===== config.mk =====
export PLATFORM = sky130hd
export DESIGN_NAME = tmtw_cursor
export DESIGN_NICKNAME = d
export VERILOG_FILES = /design/src/rtl/text_mode_terminal_writer_assert.svh /design/src/rtl/tmtw_pkg.sv /design/src/rtl/tmtw_cursor.sv
export SDC_FILE = /design/constraint.sdc
export NUM_CORES = 1
export LEC_CHECK = 0
export ABC_AREA = 1
export CORE_MARGIN = 1.5
export CORE_UTILIZATION = 69
export DETAILED_ROUTE_END_ITERATION = 6
export DONT_BUFFER_PORTS = 1
export PLACE_DENSITY = 0.84
export SKIP_LAST_GASP = 1
export SYNTH_ARGS = -nofsm -noshare
export SYNTH_HDL_FRONTEND = slang
export SYNTH_SLANG_ARGS = --single-unit

===== constraint.sdc =====
create_clock -name vclk -period 4.14
set_input_delay 0.414 -clock vclk [all_inputs]
set_output_delay 0.414 -clock vclk [all_outputs]
set_load 0.01 [all_outputs]

===== src/rtl/text_mode_terminal_writer_assert.svh =====
// ----------------------------------------------------------------------------
// Assertion macros for the text-mode terminal writer
// Concurrent checks on the rising edge of clk, disabled while arst_n is low.
// ----------------------------------------------------------------------------
`ifndef TEXT_MODE_TERMINAL_WRITER_ASSERT_SVH
`define TEXT_MODE_TERMINAL_WRITER_ASSERT_SVH

`ifndef SYNTHESIS

// The condition holds at every clock edge out of reset.
`define TMTW_ASSERT_ALWAYS(label, cond, msg) \
	label: assert property (@(posedge clk) disable iff (!arst_n) (cond)) \
		else $error(msg);

// Whenever the antecedent holds, the consequent holds in the same cycle.
`define TMTW_ASSERT_IMPLIES(label, ante, cons, msg) \
	label: assert property (@(posedge clk) disable iff (!arst_n) (ante) |-> (cons)) \
		else $error(msg);

`else

`define TMTW_ASSERT_ALWAYS(label, cond, msg)
`define TMTW_ASSERT_IMPLIES(label, ante, cons, msg)

`endif

`endif


===== src/rtl/tmtw_pkg.sv =====
// ----------------------------------------------------------------------------
// tmtw_pkg
// Shared constants, codes and helpers of the text-mode terminal writer.
// ----------------------------------------------------------------------------
package tmtw_pkg;

	// Default screen geometry.
	localparam int COLUMNS_DEF  = 80;
	localparam int ROWS_DEF     = 25;
	localparam int TAB_STOP_DEF = 8;

	// Fixed field widths of the request, response and configuration channels.
	localparam int OP_W       = 2;
	localparam int CHAR_W     = 8;
	localparam int IDX_W      = 11;
	localparam int CELL_W     = 16;
	localparam int CFG_IDX_W  = 1;
	localparam int CFG_DATA_W = 4;

	// Operation codes.
	localparam logic [OP_W-1:0] OP_WRITE = 2'd0;
	localparam logic [OP_W-1:0] OP_READ  = 2'd1;
	localparam logic [OP_W-1:0] OP_CLEAR = 2'd2;

	// Control characters.
	localparam logic [CHAR_W-1:0] CH_BACKSPACE = 8'd8;
	localparam logic [CHAR_W-1:0] CH_TAB       = 8'd9;
	localparam logic [CHAR_W-1:0] CH_NEWLINE   = 8'd10;
	localparam logic [CHAR_W-1:0] BLANK_CHAR   = 8'h20;

	// Configuration register indexes and reset values.
	localparam logic [CFG_IDX_W-1:0] CFG_FG = 1'd0;
	localparam logic [CFG_IDX_W-1:0] CFG_BG = 1'd1;
	localparam logic [3:0] FG_RESET = 4'h7;
	localparam logic [2:0] BG_RESET = 3'h0;

	localparam logic [7:0]        RESET_ATTR = 8'h07;
	localparam logic [CELL_W-1:0] RESET_CELL = {RESET_ATTR, BLANK_CHAR};

	// Side effects of one byte on the screen, as seen by the sequencer.
	typedef struct packed {
		logic store_en;
		logic scroll;
	} move_flags_t;

	// Attribute byte: blink bit clear, background in 6..4, foreground in 3..0.
	function automatic logic [7:0] make_attr(input logic [3:0] fg, input logic [2:0] bg);
		return {1'b0, bg, fg};
	endfunction

	function automatic logic [CELL_W-1:0] make_cell(input logic [7:0] attr,
		input logic [CHAR_W-1:0] ch);
		return {attr, ch};
	endfunction

endpackage


===== src/rtl/tmtw_cursor.sv =====
// ----------------------------------------------------------------------------
// tmtw_cursor
// Interprets one byte against the cursor: next row and column, the cell to
// store and whether the screen has to scroll.
// ----------------------------------------------------------------------------
module tmtw_cursor #(
	parameter int COLUMNS  = tmtw_pkg::COLUMNS_DEF,
	parameter int ROWS     = tmtw_pkg::ROWS_DEF,
	parameter int TAB_STOP = tmtw_pkg::TAB_STOP_DEF,
	localparam int ROW_W   = $clog2(ROWS),
	localparam int COL_W   = $clog2(COLUMNS),
	localparam int ADDR_W  = $clog2(ROWS * COLUMNS)
) (
	input  logic [ROW_W-1:0]              row,
	input  logic [COL_W-1:0]              col,
	input  logic [tmtw_pkg::CHAR_W-1:0]   char_code,
	output tmtw_pkg::move_flags_t         flags,
	output logic [ROW_W-1:0]              row_nx,
	output logic [COL_W-1:0]              col_nx,
	output logic [ADDR_W-1:0]             store_addr,
	output logic [tmtw_pkg::CHAR_W-1:0]   store_char,
	output logic [tmtw_pkg::IDX_W-1:0]    pos_nx
);
	import tmtw_pkg::*;

	// Next tab stop for every column, and whether it falls off the row.
	logic [COL_W-1:0] tab_col [COLUMNS];
	logic             tab_wrap [COLUMNS];

	for (genvar c = 0; c < COLUMNS; c++) begin : g_tab
		localparam int NEXT_STOP = ((c / TAB_STOP) + 1) * TAB_STOP;
		assign tab_col[c]  = (NEXT_STOP >= COLUMNS) ? '0 : COL_W'(NEXT_STOP);
		assign tab_wrap[c] = (NEXT_STOP >= COLUMNS);
	end

	logic [ROW_W:0]          row_t;
	logic [COL_W-1:0]        col_t;
	logic [ROW_W-1:0]        srow;
	logic [COL_W-1:0]        scol;
	logic [ADDR_W-1:0]       pos_addr;
	logic [ADDR_W+IDX_W-1:0] pos_wide;
	logic                    store_en;
	logic                    scroll;

	always_comb begin
		row_t      = {1'b0, row};
		col_t      = col;
		srow       = row;
		scol       = col;
		store_en   = 1'b0;
		store_char = char_code;
		case (char_code)
			CH_NEWLINE: begin
				col_t = '0;
				row_t = {1'b0, row} + (ROW_W+1)'(1);
			end
			CH_TAB: begin
				if (tab_wrap[col]) begin
					col_t = '0;
					row_t = {1'b0, row} + (ROW_W+1)'(1);
				end else begin
					col_t = tab_col[col];
				end
			end
			CH_BACKSPACE: begin
				if (col != '0) begin
					col_t = col - COL_W'(1);
				end else if (row != '0) begin
					row_t = {1'b0, row} - (ROW_W+1)'(1);
					col_t = COL_W'(COLUMNS - 1);
				end
				// The blank goes under the cursor after it has stepped back.
				srow       = row_t[ROW_W-1:0];
				scol       = col_t;
				store_en   = 1'b1;
				store_char = BLANK_CHAR;
			end
			default: begin
				store_en = 1'b1;
				if (col == COL_W'(COLUMNS - 1)) begin
					col_t = '0;
					row_t = {1'b0, row} + (ROW_W+1)'(1);
				end else begin
					col_t = col + COL_W'(1);
				end
			end
		endcase
	end

	assign scroll       = (row_t == (ROW_W+1)'(ROWS));
	assign flags        = '{store_en: store_en, scroll: scroll};
	assign row_nx       = scroll ? ROW_W'(ROWS - 1) : row_t[ROW_W-1:0];
	assign col_nx       = col_t;
	assign store_addr   = ADDR_W'(srow) * ADDR_W'(COLUMNS) + ADDR_W'(scol);
	assign pos_addr     = ADDR_W'(row_nx) * ADDR_W'(COLUMNS) + ADDR_W'(col_nx);
	assign pos_wide     = (ADDR_W+IDX_W)'(pos_addr);
	assign pos_nx       = pos_wide[IDX_W-1:0];

endmodule


==> results of run 1 <==
-- repair_timing --
item,4_1_cts,5_1_grt
resized for setup,0,2
endpoints found under the setup margin,0,1
hold buffers,0,0
-- per-stage QoR --
stage | setup slack (ns) | power (mW) | hold WS, ns | util (%) | cells
2_1_floorplan | 0.6028 | 0.1982 | 0.9295 | - | 319
3_3_place_gp | 0.3532 | 0.2088 | 0.8281 | 69.38 | 334
3_5_place_dp | 0.2733 | 0.2133 | 0.8281 | 69.38 | 334
4_1_cts | 0.2542 | 0.2144 | 0.8281 | 69.38 | 334
5_1_grt | 0.02541 | 0.2392 | 0.8280 | 69.66 | 334
6_report | 0.2164 | 0.2145 | 0.8281 | 69.66 | 334
-- power by group --
| group | internal (mW) | switching (mW) | total, mW | leakage (nW) |
|---|---|---|---|---|
| sequential | 0 | 0 | 0 | 0 |
| clock | 0 | 0 | 0 | 0 |
| combinational | 0.0745 | 0.140 | 0.214 | 0.981 |
| total | 0.0745 | 0.140 | 0.214 | 0.981 |
-- metal layers --
metal / vias up / part of all wire [%] / GRT usage (%)
met3: 2 / 7.6 / 3.456
met2: 89 / 48 / 49.41
met5: - / 0 / 0
met4: 0 / 0.29 / 2.721
met1: 881 / 44 / 40.11
li1: 1007 / - / -
-- cell usage in the layout, fill, tap and decap left out, drive strengths merged, types with 2 or more instances in the layout --
cell	instances
nand3	29
fa	4
nor2	39
xnor2	6
xor2	13
o211ai	8
o21ai	21
ha	23
buf	2
nand4	8
nor3	2
inv	49
a21oi	12
nand2	74
o221ai	2
clkinv	3
-- cell type report --
type / instances / area, um2 / share of cell area [%]
Timing Repair Buffer: 2 / 15.01 / 0.7884
Multi-Input combinational cell: 249 / 1654 / 86.86
Inverter: 52 / 196.4 / 10.32
Tap cell: 31 / 38.79 / 2.037
-- kinds of logic (layout without fill, tap and decap cells) --
group                    after synthesis  in the layout  synth area share (%)
AND/OR/NAND/NOR                      154            154                 40.27
buffers and inverters                 70             54                 16.29
adder cells (fa/ha/maj)               27             27                 18.70
XOR/XNOR                              19             19                 8.461
AO/OA/AOI/OAI                         49             49                 16.29
-- worst min-delay path by stage --
stage | start | endpoint | slack (ns) | cells past startpoint
finish | char_code[6] | store_char[6] | 0.83 | 0
global route | char_code[6] | store_char[6] | 0.83 | 0
CTS | char_code[4] | store_char[4] | 0.83 | 0
detailed placement | char_code[4] | store_char[4] | 0.83 | 0
global placement | char_code[4] | store_char[4] | 0.83 | 0
floorplan | char_code[0] | store_char[0] | 0.93 | 1
==> reports/summary.txt, run 1 <==
Die X-Extent: 56.39 um
Post-synth top cells: nand2_1 (65), inv_1 (39), nor2_1 (31)
Area after DPL: 1897 um2
Arr. time, crit path: 3.51 ns
largest net degree at the start of global routing: 14
DR pass1 iterations: 5
slowest CP cell: fa_1
global-route wire length before repair: 7741 um
Final min period: 3.924 ns
Crit Path Max Fanout: 13
Yosys top cell area share: 14.63%
vias in the first global route: 1781
ant diodes: 0
Hold Vio Cnt, Final: 0
gpl congestion: 0.8944
sequential area share after synthesis: 0%
startpoint type of the worst setup path: primary input
largest cells by area after synthesis: ha_1 (15%), nand2_1 (12%), inv_1 (7.4%)
Fillers: 254
Critical Path, Cell by Cell: inv_1 -> ha_1 -> nand2_2 -> nor2_8 -> nor2_1 -> nand2_1 -> a21oi_1 -> o21ai_0 -> o311ai_0 -> ha_1 -> fa_1 -> a21oi_1 -> nor3_2 -> xor2_1 -> xor2_1
synthesized area per cell: 6.166 um2
Design Area, Final: 1904 um2
Starting Density: 71.95%
Mapped Nets: 366
row count: 19
synth unique cells: 42
layout cells sized above 1: 14.52%
Pwr per Cell Area: 112.6 nW/um2
sum of negative setup slack: 0 ns
worst path bufs/invs: 1
Hold Path Class: primary input to output pin
Max-Cap Viols: 0
initial antenna violation count: 0
Clock buffer cells: 0
final setup vio count: 0
FF+latch count: 0
core area: 2734 um2
die height: 56.39 um
RSZ-0062 raised after global routing: no
IO buf count: 0
Period Utilization, post-route: 94.77%
biggest area consumer among synthesized cells: ha_1
nets: 352
post-DR vias/cell: 5.925
DR iter-0 viols: 117
Yosys Warn Count: 0
Critical Path Start: col[0]
Critical Path RT: 3.73 ns
grt ovf: 0
area of the die: 3180 um2
Vias: 1979
count leader, synth: nand2_1
Setup CP Type: primary input to output pin
crit-path max cell delay: 0.47 ns
GRT Util Overall: 28.82%
run status: complete, no violations
Relative slew margins: 40.71%
Final Max Slew Viols: 0
CP top delay family: adder cells
io pins: 64
Max Freq: 254.9 MHz
post-route ant nets: 0
Post-Synthesis Cell Area: 1967 um2
cell count along the critical path: 15
post-DP HPWL: 3819 um
leak pwr: 0.9813 nW
crit path capture: pos_nx[10]
maximum VDD drop: 0.1187 mV
routed len/inst: 13.49 um
Storage cell area: 0 um2
DRC: 0
Post-Synthesis Cells: 319
P&R area growth vs syn: -3.180%
Routed WL: 4507 um
actual slew at the worst max-slew pin: 0.8782 ns
Post-CTS Repair Setup Buffers: 0
Crit. End Element: output pin
No activity file was read; power rests on OpenSTA's default activity.
==> run 2: changes to the inputs <==
Settings changed: CORE_UTILIZATION 69 to 60, PLACE_DENSITY 0.84 to 0.75.
==> run 2 against run 1 <==
Against the previous run: wire length grew 1.7%; non-clock buffer count decreased by 1; first-iteration DRC count is 9.4% lower; critical path type unchanged; die area grew 14%; cell count up 3.6%.
==> reports/summary.txt, run 2 (same netlist as run 1, synthesis figures left out) <==
run status: complete, no violations
ant diodes: 0 (unchanged)
Relative slew margins: 40.37% (-0.34 points)
Power Total: 0.2135 mW (-0.45%)
post-DP HPWL: 3854 um (+0.92%)
area of the die: 3631 um2 (+14%)
Critical Path RT: 3.73 ns (about the same)
GRT Util Overall: 26.06% (-2.8 points)
maximum VDD drop: 0.05503 mV (-54%)
DR iter-0 viols: 106 (-9.4%)
final setup vio count: 0 (unchanged)
Clock buffer cells: 0 (unchanged)
RSZ-0062 raised after global routing: no
nets: 351 (-0.28%)
DRC: 0 (unchanged)
sum of negative setup slack: 0 ns (unchanged)
die height: 60.26 um (+6.9%)
Max Freq: 260.6 MHz (+2.3%)
grt ovf: 0 (unchanged)
initial antenna violation count: 0 (unchanged)
leak pwr: 0.9764 nW (-0.50%)
Pwr per Cell Area: 111.7 nW/um2 (-0.84%)
Vias: 1975 (-0.20%)
post-route ant nets: 0 (unchanged)
Crit Path Max Fanout: 13 (unchanged)
most common cell after layout, fill and taps aside: nand2_1
startpoint type of the worst setup path: primary input
routed len/inst: 13.25 um (-1.8%)
Die X-Extent: 60.26 um (+6.9%)
vias in the first global route: 1691 (-5.1%)
Starting Density: 63.90% (-8.0 points)
Routed WL: 4583 um (+1.7%)
highest-count cells in the layout ignoring fill and taps: nand2_1 (65), inv_1 (39), nor2_1 (31)
FF+latch count: 0 (unchanged)
Arr. time, crit path: 3.42 ns (-0.09 ns)
layout cells sized above 1: 13.91% (-0.61 points)
global-route wire length before repair: 7514 um (-2.9%)
actual slew at the worst max-slew pin: 0.8832 ns (+0.004977 ns)
Setup CP Type: primary input to output pin
core area: 3078 um2 (+13%)
largest net degree at the start of global routing: 16 (+2)
P&R area growth vs syn: -2.799%
Final Max Slew Viols: 0 (unchanged)
row count: 20 (+1)
Hold Vio Cnt, Final: 0 (unchanged)
Period Utilization, post-route: 92.68% (-2.1 points)
Max-Cap Viols: 0 (unchanged)
IO buf count: 0 (unchanged)
Hold Path Class: primary input to output pin
DR pass1 iterations: 5 (unchanged)
gpl congestion: 0.9182 (+2.7%)
Crit. End Element: output pin
Storage cell area: 0 um2 (unchanged)
io pins: 64 (unchanged)
Final min period: 3.837 ns (-0.08666 ns)
post-DR vias/cell: 5.708 (-3.7%)
-- run 2: layout make-up --
cell class         instances  area, um2
well taps                 44      55.05
fillers                  320       1166
multi-input cells        249       1653
inverters                 52      196.4
repair buffers             1      7.507
-- run 2: worst max-delay path: stages --
cell     delay, ns
inv_1         0.15
ha_1          0.22
nand2_2       0.10
nor2_8        0.25
nand2_2       0.14
nand2_1       0.08
nand3_1       0.06
o21ai_0       0.18
ha_1          0.31
ha_1          0.21
inv_1         0.07
fa_1          0.47
nor4_2        0.33
xnor2_1       0.18
xor2_1        0.28
-- run 2: worst paths after layout --
check  depth (start not counted)             end  slack [ns]    startpoint
min                            0   store_char[6]        0.83  char_code[6]
max                           15  store_addr[10]        0.30        col[0]
-- run 2: what timing repair did --
item                       CTS  global route
setup endpoints to repair    0             2
buffers inserted             0             0
hold buffers                 0             0
resized for setup            0             1
-- run 2: power breakdown --
part           switching (mW)  internal [mW]
sequential                  0              0
combinational           0.139         0.0741
clock                       0              0
total                   0.139         0.0741
-- run 2: metal layers --
| layer | vias to the layer above | global-route usage [%] | share of wire, % |
|---|---|---|---|
| met2 | 94 | 44.25 | 46 |
| met4 | 0 | 0.6349 | 0 |
| met3 | 0 | 1.515 | 8.9 |
| met5 | - | 0 | 0 |
| li1 | 1003 | - | - |
| met1 | 878 | 37.95 | 45 |
-- run 2: metrics by stage --
step                      setup slack, ns  area [um2]  hold slack [ns]  cells  utilization, %
after global routing              0.01257        1912           0.8280    346           62.11
after CTS                          0.2407        1906           0.8281    346           61.91
after global placement             0.2530        1906           0.8281    346           61.91
after floorplan                    0.6028        1967           0.9295    319               -
final                              0.3031        1912           0.8280    346           62.11
after detailed placement           0.2506        1906           0.8281    346           61.91
